**src/rtl/ale_pkg.sv**
```systemverilog
// ----------------------------------------------------------------------------
// ale_pkg: shared types and helpers for the associated Legendre evaluator
// State codes, status codes, unit request and response records, and the
// saturating conversions used by the datapath and its arithmetic units.
// ----------------------------------------------------------------------------
package ale_pkg;

  localparam logic [1:0] STATUS_OK    = 2'd0;
  localparam logic [1:0] STATUS_RANGE = 2'd1;
  localparam logic [1:0] STATUS_SAT   = 2'd2;

  localparam logic [63:0] INT64_MAX_U = 64'h7FFF_FFFF_FFFF_FFFF;
  localparam logic [63:0] INT64_MIN_U = 64'h8000_0000_0000_0000;

  typedef enum logic [4:0] {
    ST_IDLE, ST_PREP, ST_SQRT, ST_ROOT, ST_POW, ST_POW_W, ST_DFAC, ST_DFAC_W,
    ST_SIGN, ST_X1, ST_X1_W, ST_X1B, ST_X1B_W, ST_LOOP, ST_LA_W, ST_LA2,
    ST_LA2_W, ST_LB, ST_LB_W, ST_LDIV, ST_LDIV_W, ST_SCALE, ST_DPROD,
    ST_DPROD_W, ST_FDIV, ST_FDIV_W, ST_DONE
  } state_t;

  typedef struct packed {
    logic               start;
    logic               fix;
    logic signed [63:0] a;
    logic signed [63:0] b;
  } mul_req_t;

  typedef struct packed {
    logic        start;
    logic        rnd;
    logic        neg;
    logic [63:0] num;
    logic [63:0] den;
  } div_req_t;

  typedef struct packed {
    logic               done;
    logic               sat;
    logic signed [63:0] val;
  } unit_rsp_t;

  typedef struct packed {
    logic               sat;
    logic signed [63:0] val;
  } sat_res_t;

  function automatic sat_res_t from_mag(input logic neg, input logic [63:0] q);
    logic [63:0] lim;
    logic [63:0] qq;
    sat_res_t    res;
    lim     = neg ? INT64_MIN_U : INT64_MAX_U;
    qq      = q;
    res.sat = 1'b0;
    if (q > lim) begin
      qq      = lim;
      res.sat = 1'b1;
    end
    res.val = neg ? $signed(-qq) : $signed(qq);
    return res;
  endfunction

  function automatic logic [63:0] mag64(input logic signed [63:0] a);
    return a[63] ? 64'(-a) : 64'(a);
  endfunction

  function automatic sat_res_t sub_sat(input logic signed [63:0] a,
                                       input logic signed [63:0] b);
    logic signed [64:0] d;
    sat_res_t           res;
    d       = 65'(a) - 65'(b);
    res.sat = 1'b0;
    res.val = d[63:0];
    if (d > $signed({1'b0, INT64_MAX_U})) begin
      res.sat = 1'b1;
      res.val = $signed(INT64_MAX_U);
    end else if (d < $signed({1'b1, INT64_MIN_U})) begin
      res.sat = 1'b1;
      res.val = $signed(INT64_MIN_U);
    end
    return res;
  endfunction

endpackage

```
**src/rtl/ale_mul.sv**
```systemverilog
// ----------------------------------------------------------------------------
// ale_mul: shared multi-cycle signed multiplier
// Forms a 64 by 64 magnitude product from four 32 by 32 partial products,
// then rounds and scales for fixed point or passes the integer product, and
// saturates to the signed 64-bit range.
// ----------------------------------------------------------------------------
module ale_mul #(
  parameter int FRAC_BITS = 30
) (
  input  logic              clk,
  input  logic              rst,
  input  ale_pkg::mul_req_t req,
  output ale_pkg::unit_rsp_t rsp
);
  import ale_pkg::*;

  localparam logic [128:0] RND = 129'(1) << (FRAC_BITS - 1);

  logic [63:0]  ma;
  logic [63:0]  mb;
  logic         neg;
  logic         fixm;
  logic [127:0] acc;
  logic [1:0]   cnt;
  logic         busy;
  logic         fin;
  logic [31:0]  a_sel;
  logic [31:0]  b_sel;
  logic [63:0]  pp;
  logic [127:0] pp_sh;
  logic [128:0] t;
  logic [128:0] sh;
  logic         ovf;
  logic [63:0]  q;
  sat_res_t     res;

  always_comb begin
    a_sel = cnt[1] ? ma[63:32] : ma[31:0];
    b_sel = cnt[0] ? mb[63:32] : mb[31:0];
    pp    = 64'(a_sel) * 64'(b_sel);
    case (cnt)
      2'd0:    pp_sh = 128'(pp);
      2'd3:    pp_sh = 128'(pp) << 64;
      default: pp_sh = 128'(pp) << 32;
    endcase
    t  = {1'b0, acc} + RND;
    sh = t >> FRAC_BITS;
    if (fixm) begin
      ovf = |sh[128:64];
      q   = ovf ? '1 : sh[63:0];
    end else begin
      ovf = |acc[127:64];
      q   = ovf ? '1 : acc[63:0];
    end
    res = from_mag(neg && (q != 64'd0), q);
  end

  always_ff @(posedge clk) begin
    if (rst) begin
      busy     <= 1'b0;
      fin      <= 1'b0;
      rsp.done <= 1'b0;
    end else begin
      rsp.done <= 1'b0;
      if (req.start) begin
        ma   <= mag64(req.a);
        mb   <= mag64(req.b);
        neg  <= req.a[63] ^ req.b[63];
        fixm <= req.fix;
        acc  <= '0;
        cnt  <= 2'd0;
        busy <= 1'b1;
      end else if (busy) begin
        acc <= acc + pp_sh;
        cnt <= cnt + 2'd1;
        if (cnt == 2'd3) begin
          busy <= 1'b0;
          fin  <= 1'b1;
        end
      end else if (fin) begin
        fin      <= 1'b0;
        rsp.done <= 1'b1;
        rsp.sat  <= ovf | res.sat;
        rsp.val  <= res.val;
      end
    end
  end

endmodule

```
**config.mk**
```make
export PLATFORM = sky130hd
export DESIGN_NAME = ale_mul
export DESIGN_NICKNAME = d
export VERILOG_FILES = /design/src/rtl/ale_pkg.sv /design/src/rtl/ale_mul.sv
export SDC_FILE = /design/constraint.sdc
export NUM_CORES = 2
export LEC_CHECK = 0
export BUFFER_PORTS_ARGS = -buffer_cell sky130_fd_sc_hd__buf_2
export CAP_MARGIN = 20
export CORE_MARGIN = 2
export CORE_UTILIZATION = 41
export CTS_CLUSTER_DIAMETER = 80
export DETAILED_ROUTE_END_ITERATION = 7
export PLACE_DENSITY_LB_ADDON = 0.12
export RECOVER_POWER = 100
export SLEW_MARGIN = 20
export SYNTH_ARGS = -nofsm -noshare
export SYNTH_HDL_FRONTEND = slang
export SYNTH_SLANG_ARGS = --single-unit
```
**constraint.sdc**
```tcl
create_clock -name clk -period 24.1 [get_ports clk]
set_clock_uncertainty 0.2 [all_clocks]
set_input_delay 6.025 -clock clk [delete_from_list [all_inputs] [get_ports clk]]
set_output_delay 6.025 -clock clk [all_outputs]
set_load 0.02 [all_outputs]
```
# [After elaboration in Yosys (flattened, before gate mapping)]
# Cells that the tools add are included.
[classes] bitwise_logic=5 eq_ne=2 mux=21 mul=1 n_addsub=6 order_cmp=1 n_reduce_logical=11
[ops] cell="2-to-1 mux 64 bit" count=6
[ops] cell="case mux 128 bit (2 select lines)" count=1
[ops] cell="negator 64 bit" count=3
[ops] cell="adder 128 x 30 -> 129 bit, second input constant" count=1
[ops] cell="adder 128 bit" count=1
[ops] cell="2-to-1 mux 128 bit" count=1
[ops] cell="2-to-1 mux 63 bit" count=2
[ops] cell="2-to-1 mux 66 bit" count=1
[ops] cell="> comparator 64 bit" count=1
[ops] cell="multiplier 32 x 32 -> 64 bit" count=1
[ops] cell="2-to-1 mux 32 bit" count=2
[ops] cell="nonzero test 64 bit" count=1
[ops] cell="OR reduction 64 bit" count=1
[ops] cell="OR reduction 35 bit" count=1
[ops] cell="2-to-1 mux 1 bit" count=7
[ops] cell="AND reduction 2 bit" count=3
[ops] cell="AND reduction 4 bit" count=1
[ops] cell="inverter 1 bit" count=3
[ops] cell="OR reduction 3 bit" count=1
[ops] cell="adder 2 x 1 -> 2 bit, second input constant" count=1
[ops] cell="equality test 2 bit, second input constant" count=1
[ops] cell="zero test 2 bit" count=1
[ops] cell="2-to-1 mux 2 bit" count=1
[ops] cell="inequality test 2 x 1 -> 1 bit, second input constant" count=1
[ops] cell="other kinds (4)" count=4
[totals] out_inout_bits=66 wordCells=60 ff_bits=328 inputBits=132

# [Logic depth before layout (Yosys ltp)]
[logic_depth] ltp_word=12 ltp_mapped=53 mapped_depth_nobuf=49

# [Worst setup path after synthesis]
# OpenSTA, ideal clock, no wires.
[synth_path] kind="in2reg" startpoint="in req[129] in the netlist's numbering" endpoint="reg rsp[0] in the netlist's numbering (enable)" cell_stages=3 n_path_buf=2 setup_time_ps=674 required_time_ps=23226 t_arrival_ps=13094 slack_ps=10131 path_cell_list="clkbuf_1 > clkbuf_1 > nor4b_1"
[synth_via] elab_chain_cells=2
[synth_lines] item="start, declared" line="ale_mul.sv:12" source="input ale_pkg::mul_req_t req,"
[synth_lines] item="inverter 1 bit (no line)"
[synth_lines] item="AND reduction 4 bit (no line)"
[synth_lines] item="end, declared" line="ale_mul.sv:13" source="output ale_pkg::unit_rsp_t rsp"
# Every way passes these cells.
# A chain may end at the register's enable or synchronous reset.

==> results.tsv <==
metric	value	unit
synth_top_area_frac	0.286	
worst_slack	5.76	ns
layout-drive-gt1-share	0.0622	
syn_nets	8682	
rr_worst_depth	33	
holdPathEnd	rsp[65]	
synth.largest_area_cell	fa_1	
grt_pass1_wl	357000	µm
routabilityCongestion	0.968	
tightestPinTransition	3.33	ns
dr.first_iter.drc_count	4388	
overflow	0	
maxCapViolCount	18	
antenna_found_initial	1	
async_flop_share	0	
postSynthCellCount	7186	
ctsResizeCount	0	
clockBufferDepth	3	
area_growth	7.68	%
cts_setup_buffers	0	
hold_path_depth	1	
dieArea	156000	µm²
initial_core_util	0.413	
ys_warn_count	0	
cts_buffers	47	
ys_types	97	
cp-start-kind	register	
critPathMaxStageDelay	1.81	ns
rsz0062_at_grt	false	
ios	198	
dieWidth	395	µm
final_common_cell	inv_1	
finalHoldViolCount	0	
drc	0	
max-slew-margin-rel	-1.22	
clock.fmax	54.5	MHz
fp.dieH	395	µm
cts_max_level	2	
syn-mean-instance-area	8.73	µm²
period_needed	18.34	ns
clock_sinks	328	
portBuffers	197	
core_area	152000	µm²
slowest_stage	clkinvlp_2	
ys_top_cells_by_area	fa_1, edfxtp_1, ha_1	
grt_usage	0.304	
period_share	0.761	
wl_per_cell	25.7	µm
netlist_area	62700	µm²
num_vias	53900	
dp_slack	8.99	ns
hold_slack	0.261	ns
synth-main-ff-cell	edfxtp_1	
finalSetupTns	0	ns
crit_type	register to register	
worstPathRequired	24.24	ns
postRouteAntennaNets	0	
synth_edf_count	325	
r2r_slack	5.76	ns
grt_max_degree	67	
worst_skew_pair.late_latency	0.67	ns
fin_nets	8708	
r2r_start	acc[62]	
violations	capacitance limit, slew limit	
crit_path_end_kind	register	
path_clk_slew	0.06	ns
cp.arrival	18.48	ns
cts-root-buf	clkbuf_16	
cts_tree	done	
layout_common_cells	inv_1, nor2_1, fa_1	
rows	143	
ctsHoldBuffers	0	
cpMostUsedCell	a21oi_1	
hold_path_startpoint	busy	
dp_hpwl	192000	µm
cp_max_fo	63	
status	complete, but fails checks	
hp-class	register to register	
firstDrtPassIters	6	
grt_pass1_vias	54800	
slew_violations	804	
routed_wl	239000	µm
ys_ff_latch	328	
routed_via_density	5.80	
setup_violations	0	
ys_seq_area_frac	0.157	
r2r_end	rsp[56]	
==> Yosys cell counts (all sizes together) (35+ instances only) <==
cell / n
a21o: 150
nand2b: 45
edfxtp: 325
xor2: 111
o21ai: 214
clkbuf: 283
fa: 897
mux2i: 67
nand3: 117
mux2: 63
o21bai: 39
nor3: 110
nand2: 692
a22o: 56
or3: 62
buf: 45
inv: 1020
a31oi: 42
a21oi: 307
o31ai: 71
and3: 35
xnor2: 293
nor4: 86
o22ai: 35
ha: 467
nand4: 141
nor2: 921
and2: 92
==> layout make-up <==
| class | instances | area, µm² |
|---|---|---|
| repair buffers | 305 | 1660 |
| flip-flops and latches | 328 | 9820 |
| clock inverters | 36 | 489 |
| well taps | 2030 | 2540 |
| inverters | 1020 | 3830 |
| clock buffers | 52 | 1220 |
| diodes | 2 | 5.00 |
| multi-input cells | 5510 | 48000 |
| fillers | 15100 | 84400 |
==> how the worst max path moves through the flow <==
| stage | endpoint | slack (ns) | from |
|---|---|---|---|
| floorplan | rsp[0] | 10.13 | req[129] |
| global placement | acc[123] | 9.29 | cnt[1] |
| detailed placement | acc[121] | 8.99 | cnt[1] |
| CTS | acc[121] | 8.99 | cnt[1] |
| global route | rsp[34] | 4.88 | acc[62] |
| finish | rsp[56] | 5.76 | acc[62] |
==> cell families after synthesis <==
logic type	count (synthesis)	share of synthesized area
compound gates	1166	0.124
buf+inv	1348	0.0813
mux	130	0.0220
simple gates	2446	0.180
xor+xnor	404	0.0564
flops	328	0.157
fa+ha+maj	1364	0.380
==> state kept, by name, indices dropped and copies added (netlist names) <==
register  flops
acc         128
busy          1
cnt           2
fin           1
fixm          1
ma           64
mb           64
neg           1
rsp          66
==> metrics by stage <==
stage,utilization,instances,cell area (µm²)
global placement,0.435,9193,66100
detailed placement,0.435,9193,66100
global route,0.444,9282,67500
floorplan,-,7186,62700
finish,0.444,9283,67500
CTS,0.446,9281,67800
==> metal layers <==
layer	vias up	GRT usage	wire length, µm
met3	560	0.0405	16100
li1	24100	-	-
met1	27000	0.395	98300
met5	-	0	0
met4	0	0.161	15300
met2	2276	0.493	109000
==> critical path: cells and delay by family, from the launching register on <==
family / cells / cell delay (ns)
AOI/OAI and AO/OA: 15 / 5.86
buffers and inverters: 4 / 4.93
and+or+nand+nor: 10 / 4.65
adders and majority gates: 2 / 1.04
DFF: 1 / 0.71
xor gates and xnor gates: 2 / 0.52
Power is not shown: default switching activity piles up to over one toggle a cycle in this logic, so the estimate is an artifact.
