$ cat src/rtl/ale_pkg.sv
// ----------------------------------------------------------------------------
// ale_pkg: shared types and helpers for the associated Legendre evaluator
// State codes, status codes, unit request and response records, and the
// saturating conversions used by the datapath and its arithmetic units.
// ----------------------------------------------------------------------------
package ale_pkg;

  localparam logic [1:0] STATUS_OK    = 2'd0;
  localparam logic [1:0] STATUS_RANGE = 2'd1;
  localparam logic [1:0] STATUS_SAT   = 2'd2;

  localparam logic [63:0] INT64_MAX_U = 64'h7FFF_FFFF_FFFF_FFFF;
  localparam logic [63:0] INT64_MIN_U = 64'h8000_0000_0000_0000;

  typedef enum logic [4:0] {
    ST_IDLE, ST_PREP, ST_SQRT, ST_ROOT, ST_POW, ST_POW_W, ST_DFAC, ST_DFAC_W,
    ST_SIGN, ST_X1, ST_X1_W, ST_X1B, ST_X1B_W, ST_LOOP, ST_LA_W, ST_LA2,
    ST_LA2_W, ST_LB, ST_LB_W, ST_LDIV, ST_LDIV_W, ST_SCALE, ST_DPROD,
    ST_DPROD_W, ST_FDIV, ST_FDIV_W, ST_DONE
  } state_t;

  typedef struct packed {
    logic               start;
    logic               fix;
    logic signed [63:0] a;
    logic signed [63:0] b;
  } mul_req_t;

  typedef struct packed {
    logic        start;
    logic        rnd;
    logic        neg;
    logic [63:0] num;
    logic [63:0] den;
  } div_req_t;

  typedef struct packed {
    logic               done;
    logic               sat;
    logic signed [63:0] val;
  } unit_rsp_t;

  typedef struct packed {
    logic               sat;
    logic signed [63:0] val;
  } sat_res_t;

  function automatic sat_res_t from_mag(input logic neg, input logic [63:0] q);
    logic [63:0] lim;
    logic [63:0] qq;
    sat_res_t    res;
    lim     = neg ? INT64_MIN_U : INT64_MAX_U;
    qq      = q;
    res.sat = 1'b0;
    if (q > lim) begin
      qq      = lim;
      res.sat = 1'b1;
    end
    res.val = neg ? $signed(-qq) : $signed(qq);
    return res;
  endfunction

  function automatic logic [63:0] mag64(input logic signed [63:0] a);
    return a[63] ? 64'(-a) : 64'(a);
  endfunction

  function automatic sat_res_t sub_sat(input logic signed [63:0] a,
                                       input logic signed [63:0] b);
    logic signed [64:0] d;
    sat_res_t           res;
    d       = 65'(a) - 65'(b);
    res.sat = 1'b0;
    res.val = d[63:0];
    if (d > $signed({1'b0, INT64_MAX_U})) begin
      res.sat = 1'b1;
      res.val = $signed(INT64_MAX_U);
    end else if (d < $signed({1'b1, INT64_MIN_U})) begin
      res.sat = 1'b1;
      res.val = $signed(INT64_MIN_U);
    end
    return res;
  endfunction

endpackage

$ cat src/rtl/ale_div.sv
// ----------------------------------------------------------------------------
// ale_div: shared bit-serial divider
// Restoring division of a 64-bit magnitude by a 64-bit divisor, one quotient
// bit per cycle, with optional rounding half away from zero and a saturated
// signed result.
// ----------------------------------------------------------------------------
module ale_div (
  input  logic              clk,
  input  logic              rst,
  input  ale_pkg::div_req_t req,
  output ale_pkg::unit_rsp_t rsp
);
  import ale_pkg::*;

  logic [63:0] num;
  logic [63:0] den;
  logic [64:0] rem;
  logic        rnd;
  logic        neg;
  logic [5:0]  cnt;
  logic        busy;
  logic        fin;
  logic [64:0] trial;
  logic        ge;
  logic        up;
  logic [63:0] q;
  sat_res_t    res;

  always_comb begin
    trial = {rem[63:0], num[63]};
    ge    = trial >= {1'b0, den};
    up    = rnd && ({rem[63:0], 1'b0} >= {1'b0, den});
    q     = num + 64'(up);
    res   = from_mag(neg && (q != 64'd0), q);
  end

  always_ff @(posedge clk) begin
    if (rst) begin
      busy     <= 1'b0;
      fin      <= 1'b0;
      rsp.done <= 1'b0;
    end else begin
      rsp.done <= 1'b0;
      if (req.start) begin
        num  <= req.num;
        den  <= req.den;
        rnd  <= req.rnd;
        neg  <= req.neg;
        rem  <= '0;
        cnt  <= '0;
        busy <= 1'b1;
      end else if (busy) begin
        rem <= ge ? trial - {1'b0, den} : trial;
        num <= {num[62:0], ge};
        cnt <= cnt + 6'd1;
        if (cnt == 6'd63) begin
          busy <= 1'b0;
          fin  <= 1'b1;
        end
      end else if (fin) begin
        fin      <= 1'b0;
        rsp.done <= 1'b1;
        rsp.sat  <= res.sat;
        rsp.val  <= res.val;
      end
    end
  end

endmodule

$ cat config.mk
export PLATFORM = sky130hd
export DESIGN_NAME = ale_div
export DESIGN_NICKNAME = d
export VERILOG_FILES = /design/src/rtl/ale_pkg.sv /design/src/rtl/ale_div.sv
export SDC_FILE = /design/constraint.sdc
export NUM_CORES = 1
export LEC_CHECK = 0
export ABC_AREA = 0
export BUFFER_PORTS_ARGS = -buffer_cell sky130_fd_sc_hd__buf_4
export CAP_MARGIN = 20
export CORE_MARGIN = 3
export CORE_UTILIZATION = 47
export DETAILED_ROUTE_END_ITERATION = 10
export PLACE_DENSITY = 0.7
export SLEW_MARGIN = 30
export SYNTH_ARGS = -nofsm -noshare
export SYNTH_HDL_FRONTEND = slang
export SYNTH_SLANG_ARGS = --single-unit
$ cat constraint.sdc
create_clock -name clk -period 15.6 [get_ports clk]
set_input_delay 1.56 -clock clk [delete_from_list [all_inputs] [get_ports clk]]
set_output_delay 1.56 -clock clk [all_outputs]
set_load 0.02 [all_outputs]
After elaboration in Yosys (flattened, before gate mapping)
Cells that the tools add are included.
Cells by class
  add/subtract/negate cells: 4
  order comparisons: 3
  equal/unequal tests: 2
  mux-type cells: 15
  bitwise logic cells: 3
  reductions and logical operators: 9
Operators with widths (number)
  $mux W64: 7
  $ge A65 B64 Y1: 2
  $mux W66: 1
  $add A64 B1 Y64: 1
  $gt A64 B64 Y1: 1
  $neg A64 Y64: 1
  $reduce_bool A64 Y1: 1
  $sub A64 B64 Y64: 1
  $add A6 B1 Y6 const B: 1
  $eq A6 B6 Y1 const B: 1
  $mux W1: 6
  $mux W6: 1
  $reduce_and A2 Y1: 3
  $reduce_and A4 Y1: 1
  $not A1 Y1: 3
  $reduce_or A3 Y1: 1
  $logic_and A1 B1 Y1: 2
  $ne A2 B1 Y1 const B: 1
  $reduce_bool A2 Y1: 1
Storage, ports and cells
  bits in registers: 268
  input bits: 133
  output and inout bits: 66
  word-level logic and storage cells: 47

Longest topological paths before layout
Gate-level depths: netlist of the first run.
  depth in word-level cells: 11
  mapped depth: 58
  mapped depth without buffers: 48

Worst setup path after synthesis of the first run
No wires, ideal clock.
  path kind: register -> register
  start point: reg rem[43]
  end point: reg rsp[56] (netlist bit), data pin
  library setup time: 0.273 ns
  arrival: 10.824 ns
  required time: 15.327 ns
  slack: 4.503 ns
  stages on the path, launching flop included: 48
  buffers on the path: 10
  clock period less this slack: 11.097 ns
  cell sequence: edfxtp_1 -> ha_1 -> and3_1 -> nand2_1 -> or3_1 -> nor3_1 -> nand4b_1 -> nor3_1 -> nor4bb_1 -> o21a_1 -> ha_1 -> ha_1 -> nand4_2 -> nor4_4 -> nand4_1 -> nor3_1 -> xor2_1 -> or3_1 -> (+12 left out) -> nand3_1 -> o311ai_1 -> and2_1 -> buf_6 -> inv_2 -> buf_2 -> buf_2 -> buf_2 -> clkbuf_1 -> o21ai_0 -> ha_1 -> inv_1 -> or4b_2 -> clkbuf_1 -> nand4b_1 -> a211o_1 -> a31oi_1 -> a21oi_1
RTL lines
  start: declaration: line ale_div.sv:17  | logic [64:0] rem;
  start signal: assignment: line ale_div.sv:53  | rem <= ge ? trial - {1'b0, den} : trial;
  end: declaration: line ale_div.sv:11  | output ale_pkg::unit_rsp_t rsp

==> results of run 1 <==
==> layout by cell type (no fill, tap or decap), types with 20 or more instances in the layout <==
master	Yosys	final
edfxtp_1	265	265
nand4_1	53	53
mux2i_1	28	28
a31oi_1	36	36
mux2_2	62	62
inv_1	117	117
a21oi_1	157	155
xor2_1	59	59
nor2_1	213	211
nand3_1	78	78
buf_4	5	215
nor4_1	32	31
and3_1	21	21
xnor2_1	88	88
nor3_1	79	79
o21ai_0	92	92
a21o_1	52	52
or3_1	20	20
nand2_1	144	144
ha_1	105	105
clkbuf_16	0	29
==> layer usage <==
layer / track usage [%] / part of all wire (%) / routed length, um / vias up
met2: 42.3 / 47 / 27000 / 649
met4: 9.17 / 3.8 / 2180 / 4
li1: - / - / - / 8088
met5: 0 / 0.049 / 28 / -
met1: 33.6 / 43 / 24800 / 8118
met3: 3.10 / 6.0 / 3420 / 112
==> Yosys cell counts, drive strengths merged (20+ instances only) <==
library cell / n
ha: 105
mux2: 62
edfxtp: 265
buf: 42
nand3: 80
xor2: 59
inv: 118
a21oi: 158
nor3: 82
nand2: 144
clkbuf: 64
nand4: 57
xnor2: 89
nor2: 213
a21o: 52
nor4: 37
o21ai: 93
and3: 21
a31oi: 36
mux2i: 28
or3: 20
==> flip-flops by register name (all words and copies together), names as in the netlist <==
signal,count
rsp,66
den,64
num,64
rem,64
cnt,6
busy,1
fin,1
neg,1
rnd,1
==> critical path: cells and delay by family, from the launching register on <==
family                     cells  cell delay (ns)
AOI/OAI and AO/OA              8             1.83
muxes                          1             0.29
and+or+nand+nor               20             6.53
buffers and inverters          4             1.15
xor gates and xnor gates       1             0.45
adders and majority gates      5             1.67
DFF                            1             0.41
==> worst max path at each step <==
| stage | from | cells past startpoint | slack [ns] | to |
|---|---|---|---|---|
| 2_1_floorplan | rem[43]$_SDFFCE_PP0P_ | 47 | 4.50 | rsp[56]$_DFFE_PP_ |
| 3_3_place_gp | rem[43]$_SDFFCE_PP0P_ | 39 | 3.34 | rsp[56]$_DFFE_PP_ |
| 3_5_place_dp | rem[43]$_SDFFCE_PP0P_ | 39 | 3.13 | rsp[56]$_DFFE_PP_ |
| 4_1_cts | rem[42]$_SDFFCE_PP0P_ | 39 | 3.08 | rsp[56]$_DFFE_PP_ |
| 5_1_grt | den[42]$_DFFE_PP_ | 45 | 2.07 | rsp[56]$_DFFE_PP_ |
| 6_report | rem[42]$_SDFFCE_PP0P_ | 39 | 2.89 | rsp[56]$_DFFE_PP_ |
==> cell type report <==
| class | count | area, sq um |
|---|---|---|
| fill | 3703 | 18600 |
| multi-input combinational | 1595 | 10800 |
| sequential | 268 | 8020 |
| timing repair buffer | 216 | 1630 |
| clock buffer | 32 | 737 |
| tap | 532 | 666 |
| inverter | 120 | 452 |
| clock inverter | 21 | 236 |
==> report_power, final <==
part	internal [mW]	switching, mW	leakage (nW)
Clock	0.421	0.287	0.466
Sequential	0.858	0.0370	2.52
Combinational	0.230	0.342	5.66
Total	1.51	0.666	8.64
==> logic make-up after synthesis <==
group / synth area share [%]
xor gates and xnor gates: 6.64
muxes: 4.98
and+or+nand+nor: 20.1
buffers and inverters: 4.66
DFF: 40.8
adders and majority gates: 6.85
AOI/OAI and AO/OA: 15.9
==> stage by stage <==
step	worst slack (ns)	util, %	area [sq um]
2_1_floorplan	4.50	-	19600
3_3_place_gp	3.34	52.3	21500
3_5_place_dp	3.13	52.3	21500
4_1_cts	3.08	54.7	22500
5_1_grt	2.07	54.7	22500
6_report	2.89	54.7	22500
==> impl_metrics.yaml, run 1 <==
sta:
  period_share_pct: 81.5
  setup_violations: 0
  fmax_mhz: 78.7
  hold-worst-slack_ns: 0.475
  period_needed_ns: 12.71
  rsz0062_at_grt: "false"
  worstMarginPinSlew_ns: 1.09
  drv_slew: 0
  fin_skew_ns: 0.0140
  slew_headroom_pct: 27.0
  fin_setup_tns_ns: 0
  hold_violations: 0
status:
  outcome: "completed"
yosys:
  synth_edf_count: 265
  yosys-top-cells-area: "edfxtp_1 41%, ha_1 6.7%, nor2_1 4.1%"
  synth_top_cell_by_area: "edfxtp_1"
  synth_seq_area_share_pct: 40.8
  async_flop_share_pct: 0
  ys.flop_type: "edfxtp_1"
  ys_ff_latch: 268
  synth_nets: 2328
  synthCells: 2089
  yosysUniqueCellTypes: 92
  synth_area_sq_um: 19600
  synth.avg_cell_area_sq_um: 9.41
  ys.warnings.count: 0
  yosys.area.top_type_share_pct: 40.5
global_routing:
  grt-ovfl-total: 0
  groute.usage.overall_pct: 25.1
  grt_pass1_wl_um: 89500
  grt_antenna_before_repair: 2
  grt_pass1_vias: 16100
  grt_max_degree: 77
place:
  placed_cells: 2731
  dp_hpwl_um: 44100
  place.gp.congestion: 0.977
  port_buffers: 198
clocking:
  post_cts_resized: 0
  cts_buffer_depth: 3
  cts_hold_buffers: 0
  post_cts_buffers: 0
  numCtsBuffers: 29
  h-tree-depth: 1
  cts.sinks: 268
  tritoncts: "yes"
  cts_root_buf: "clkbuf_16"
  insertion_delay_ns: 0.57
  cts.clk_slew.worst_paths_ns: 0.06
power:
  power_mw: 2.17
  leakage_nw: 8.64
  ir_drop_v: 0.0000908
  p_per_area_nw_per_um2: 96.7
cells_and_area:
  drive_gt1_share_pct: 16.2
  synthToLayoutAreaGrowth_pct: 14.5
  final_cells: 2784
  diodes: 0
  nNetsFinal: 2469
worst_setup_path:
  cp-end-kind: "flip-flop"
  crit_fanout: 62
  critPathRequiredTime_ns: 15.88
  rr_endpoint: "rsp[56]$_DFFE_PP_"
  reg2reg_depth: 39
  path_common_cell: "ha_1"
  reg2reg_setup_slack_ns: 2.89
  rr_startpoint: "rem[42]$_SDFFCE_PP0P_"
  crit_type: "flip-flop to flip-flop"
  worstPathArrival_ns: 12.99
  startpoint_type: "flip-flop"
  slowest_stage: "or4b_2"
  max_stage_delay_ns: 0.84
drt:
  ant_nets: 0
  wl_um: 57400
  viasPerCell: 6.10
  wl_per_cell_um: 20.6
  route.detailed.drc: 0
  first_iter_violations: 1568
  first_pass_iters: 5
  vias: 17000
worst_hold_path:
  hp-start: "busy$_SDFF_PP0_"
  hold_depth: 1
  hold_path_class: "flip-flop to flip-flop"
  min_to: "rsp[65]$_SDFF_PP0_"
die:
  die_h_um: 210
  start_util_pct: 47.8
  io_pins: 199
  die-area_sq_um: 44300
  std_cell_rows: 74
  die_x_um: 210
  coreArea_sq_um: 41100
run:
  maxCapViolations: 0
(Power assumes the default switching activity.)
==> inputs of run 2 (changes only) <==
PLACE_DENSITY = 0.72   (was 0.7)
clock period = 11.15 ns   (was 15.6 ns; I/O delays follow)
==> run 2 against run 1 <==
Non-clock buffer count increased by 33. Flip-flop and latch count unchanged. Wire length increased by 1.4%. Register-to-register slack got worse by 2.3 ns. Count of clock-buffer cells in the layout increased by 1. Via count increased by 0.80%. Fmax increased by 20%. First-iteration DRC count decreased by 17%. Setup slack got worse by 2.3 ns. Critical path type unchanged. Largest cell class unchanged.
==> impl_metrics.yaml, run 2 (synthesized netlist as in run 1, its figures left out) <==
status:
  outcome: "completed"
cells_and_area:
  layout_commonest_cell: "edfxtp_1"
  nNetsFinal: 2504
  fill_cells: 3617
  largest_reg_flops: 66
  final_cells: 2822
  final_util_pct: 55.9
  top_register: "rsp"
  most-common-layout-cells: "265 x edfxtp_1, 246 x buf_4, 211 x nor2_1"
  drive_gt1_share_pct: 17.9
  diodes: 0
  synthToLayoutAreaGrowth_pct: 16.9
drt:
  viasPerCell: 6.06
  vias: 17100
  route.detailed.drc: 0
  wl_per_cell_um: 20.6
  first_pass_iters: 6
  wl_um: 58200
  first_iter_violations: 1299
  ant_nets: 0
worst_setup_path:
  max_stage_delay_ns: 0.78
  worst-path-buf-inv: 5
  crit_family: "simple AND/OR/NAND/NOR gates"
  cp-end-kind: "flip-flop"
  crit_type: "flip-flop to flip-flop"
  crit_fanout: 8
  path_common_cell: "ha_1"
  slowest_stage: "or4b_2"
  critPathRequiredTime_ns: 11.46
  worstPathArrival_ns: 10.89
  startpoint_type: "flip-flop"
run:
  maxCapViolations: 0
die:
  std_cell_rows: 74
  die-area_sq_um: 44300
  die_h_um: 210
  start_util_pct: 47.8
  die_x_um: 210
  io_pins: 199
  coreArea_sq_um: 41100
sta:
  slew_headroom_pct: 38.6
  setup_violations: 0
  drv_slew: 0
  fmax_mhz: 94.5
  hold-worst-slack_ns: 0.482
  worstMarginPinSlew_ns: 0.922
  hold_violations: 0
  period_needed_ns: 10.58
  fin_setup_tns_ns: 0
  fin_skew_ns: 0.0240
  period_share_pct: 94.9
  rsz0062_at_grt: "false"
place:
  port_buffers: 198
  placed_cells: 2755
  place.gp.congestion: 0.949
  dp_hpwl_um: 44300
clocking:
  cts.clk_slew.worst_paths_ns: 0.06
  cts_hold_buffers: 0
  cts.sinks: 268
  h-tree-depth: 1
  tritoncts: "yes"
  insertion_delay_ns: 0.60
  cts_root_buf: "clkbuf_16"
  cts_buffer_depth: 3
  numCtsBuffers: 31
global_routing:
  grt-ovfl-total: 0
  groute.usage.overall_pct: 25.5
  grt_pass1_wl_um: 90600
  grt_max_degree: 78
  grt_pass1_vias: 16700
  grt_antenna_before_repair: 5
power:
  power_mw: 3.17
  p_per_area_nw_per_um2: 138
  leakage_nw: 8.92
  ir_drop_v: 0.000134
worst_hold_path:
  hold_path_class: "flip-flop to flip-flop"
run 2: cell types whose count changed in the layout (fill, tap and decap cells not counted), moves of 3 or more:
| cell | previous run | this run |
|---|---|---|
| xor2_1 | 59 | 56 |
| nor4_1 | 31 | 26 |
| nor4_4 | 3 | 6 |
| xor2_2 | 0 | 3 |
| buf_4 | 215 | 246 |
run 2: per-stage QoR:
step | worst slack [ns] | instance area [sq um]
after floorplan | 0.0528 | 19600
after global placement | 0.228 | 21700
after detailed placement | 0.0000924 | 21700
after CTS | 0.163 | 22800
after global routing | 0.0106 | 23000
final | 0.573 | 23000
run 2: power by group:
part           leakage (nW)  internal, mW  total (mW)  switching [mW]
Clock                 0.534         0.671        1.10           0.426
Sequential             2.52          1.20        1.25          0.0518
Combinational          5.87         0.333       0.819           0.486
run 2: layout make-up:
cell class / instances / area, sq um / share of cell area (%)
clock inverter: 25 / 318 / 1.38
inverter: 120 / 452 / 1.97
timing repair buffer: 249 / 1890 / 8.22
clock buffer: 33 / 783 / 3.41
sequential: 268 / 8020 / 34.9
tap: 532 / 666 / 2.90
multi-input combinational: 1595 / 10900 / 47.2
run 2: path summary, 6_finish.rpt:
kind                         startpoint                 end  slack (ns)  cells after the start
setup reg to reg  rem[43]$_SDFFCE_PP0P_   rsp[50]$_DFFE_PP_        0.57                     39
hold / removal          busy$_SDFF_PP0_  rsp[65]$_SDFF_PP0_        0.48                      1
hold reg to reg         busy$_SDFF_PP0_  rsp[65]$_SDFF_PP0_        0.48                      1
setup / recovery  rem[43]$_SDFFCE_PP0P_   rsp[50]$_DFFE_PP_        0.57                     39
run 2: what timing repair did:
action,CTS,global route
resized for setup,1,13
setup buffers,0,9
pin swaps,0,6
endpoints found under the setup margin,1,18
hold endpoints to repair,0,0
run 2: layer usage:
metal  global-route usage (%)  wire [um]  vias to the layer above
met5                        0         77                        -
met4                     9.33       2370                       10
met3                     3.87       3640                      145
met2                     43.4      27500                      663
met1                     33.2      24600                     8125
li1                         -          -                     8163
==> inputs of run 3 (changes only) <==
REMOVE_ABC_BUFFERS = 1   (was not set)
==> run 3 against run 2 <==
Wire length fell by 0.34%. Total power fell by 5.4%. Clock skew rose by 0.0081 ns. Design area fell by 1.0%. Final cell count fell by 0.35%. Count of clock-buffer cells in the layout fell by 1. Flip-flop and latch count did not move. First-iteration DRC count rose by 15%. Via count fell by 0.36%. Combinational power barely moved. Register-to-register slack improved by 0.17 ns. Critical endpoint unchanged. Largest cell class unchanged. Highest routed layer unchanged.
==> impl_metrics.yaml, run 3 (synthesized netlist as in run 1, its figures left out) <==
status:
  outcome: "completed"
drt:
  wl_per_cell_um: 20.6
  route.detailed.drc: 0
  met1_length_um: 24800
  first_pass_iters: 5
  ant_nets: 0
  wl_um: 58000
  vias: 17000
  wl_met2_um: 27500
  highest_layer: "met5"
  first_iter_violations: 1500
  dr_wl_met3_um: 3570
  viasPerCell: 6.06
cells_and_area:
  largest_reg_flops: 66
  most-common-layout-cells: "265 x edfxtp_1, 242 x buf_4, 210 x nor2_1"
  diodes: 0
  drive_gt1_share_pct: 17.9
  nNetsFinal: 2496
  synthToLayoutAreaGrowth_pct: 15.8
  top_register: "rsp"
  layout_commonest_cell: "edfxtp_1"
sta:
  fin_skew_ns: 0.0321
  hold-worst-slack_ns: 0.486
  slew_headroom_pct: 37.8
  hold_violations: 0
  period_share_pct: 93.4
  worstMarginPinSlew_ns: 0.927
  rsz0062_at_grt: "false"
  worst_slack_ns: 0.740
  period_needed_ns: 10.41
  setup_violations: 0
  fin_setup_tns_ns: 0
  fmax_mhz: 96.1
  drv_slew: 0
power:
  leakage_nw: 8.79
  power_mw: 3.00
  p_int_mw: 2.04
  p_clk_share_pct: 30.9
  p_per_area_nw_per_um2: 132
  p_sw_mw: 0.960
  p_comb_share_pct: 27.3
  ir_drop_v: 0.000127
  seq_power_share_pct: 41.9
  power_switching_share_pct: 32.0
global_routing:
  groute.usage.overall_pct: 25.5
  grt_pass1_vias: 16500
  grt_pass1_wl_um: 90500
  grt-ovfl-total: 0
  grt_antenna_before_repair: 4
  grt_max_degree: 77
worst_setup_path:
  crit_type: "flip-flop to flip-flop"
  worstPathArrival_ns: 10.69
  reg2reg_setup_slack_ns: 0.74
  critPathRequiredTime_ns: 11.43
  startpoint_type: "flip-flop"
  path_common_cell: "o21ai_0"
  max_stage_delay_ns: 0.74
  cp-end-kind: "flip-flop"
  slowest_stage: "or4b_2"
  crit_fanout: 18
worst_hold_path:
  hold_path_class: "flip-flop to flip-flop"
clocking:
  numCtsBuffers: 29
  tritoncts: "yes"
  h-tree-depth: 1
  cts_root_buf: "clkbuf_16"
  cts_hold_buffers: 0
  cts.clk_slew.worst_paths_ns: 0.06
  insertion_delay_ns: 0.58
  cts_buffer_depth: 3
  cts.sinks: 268
place:
  pre_cts_slack_ns: 0.140
  place.gp.congestion: 0.967
  port_buffers: 198
  dp_hpwl_um: 44300
die:
  die_h_um: 210
  std_cell_rows: 74
  die_x_um: 210
  coreArea_sq_um: 41100
  start_util_pct: 47.8
  die-area_sq_um: 44300
  io_pins: 199
run:
  maxCapViolations: 0
==> run 3: changes by cell type in the layout (fill, tap and decap cells not counted), sizes merged <==
| cell | before | now |
|---|---|---|
| buf | 249 | 243 |
| bufinv | 7 | 1 |
| clkbuf | 33 | 32 |
| clkinv | 16 | 13 |
| clkinvlp | 2 | 4 |
| inv | 120 | 124 |
==> run 3: through the flow <==
step | cell area, sq um | utilization (%) | std cells
floorplan | 19200 | - | 1983
global placement | 21700 | 52.7 | 2751
detailed placement | 21700 | 52.7 | 2751
CTS | 22600 | 54.9 | 2805
global route | 22700 | 55.3 | 2812
finish | 22700 | 55.3 | 2812
==> run 3: path summary, 6_finish.rpt <==
check | cells after the start | start | to
worst max-delay path | 43 | rem[1]$_SDFFCE_PP0P_ | rsp[50]$_DFFE_PP_
worst min-delay path | 1 | busy$_SDFF_PP0_ | rsp[65]$_SDFF_PP0_
worst max register to register | 43 | rem[1]$_SDFFCE_PP0P_ | rsp[50]$_DFFE_PP_
worst min register to register | 1 | busy$_SDFF_PP0_ | rsp[65]$_SDFF_PP0_
==> run 3: routing by layer <==
metal,global-route usage (%),up-vias
li1,-,8126
met1,33.7,8139
met3,3.35,123
met4,9.12,6
met5,0,-
met2,43.2,651
==> run 3: critical path: cells and delay by family, from the launching register on <==
family          cells  cell delay, ns
buf+inv             4            0.52
compound gates     19            3.25
flops               1            0.41
fa+ha+maj           5            1.44
xor+xnor            1            0.21
simple gates       13            3.96
mux                 1            0.29
==> run 3: power by group through the flow <==
| stage | clock network, mW | registers (mW) | logic, mW |
|---|---|---|---|
| 2_1_floorplan | 0 | 1.26 | 0.571 |
| 3_3_place_gp | 0 | 1.27 | 0.781 |
| 3_5_place_dp | 0 | 1.27 | 0.799 |
| 4_1_cts | 0.951 | 1.25 | 0.804 |
| 5_1_grt | 0.991 | 1.26 | 0.904 |
| 6_report | 0.925 | 1.25 | 0.817 |
==> run 3: cell type report <==
type | instances | area [sq um]
clock buffer | 32 | 737
clock inverter | 22 | 166
fill | 3681 | 18400
inverter | 120 | 452
multi-input combinational | 1595 | 10900
sequential | 268 | 8020
tap | 532 | 666
timing repair buffer | 243 | 1830
==> run 3: repair_timing <==
item                                    4_1_cts  5_1_grt
gates resized for setup                       0       18
endpoints found under the setup margin        0       42
setup buffers                                 0        7
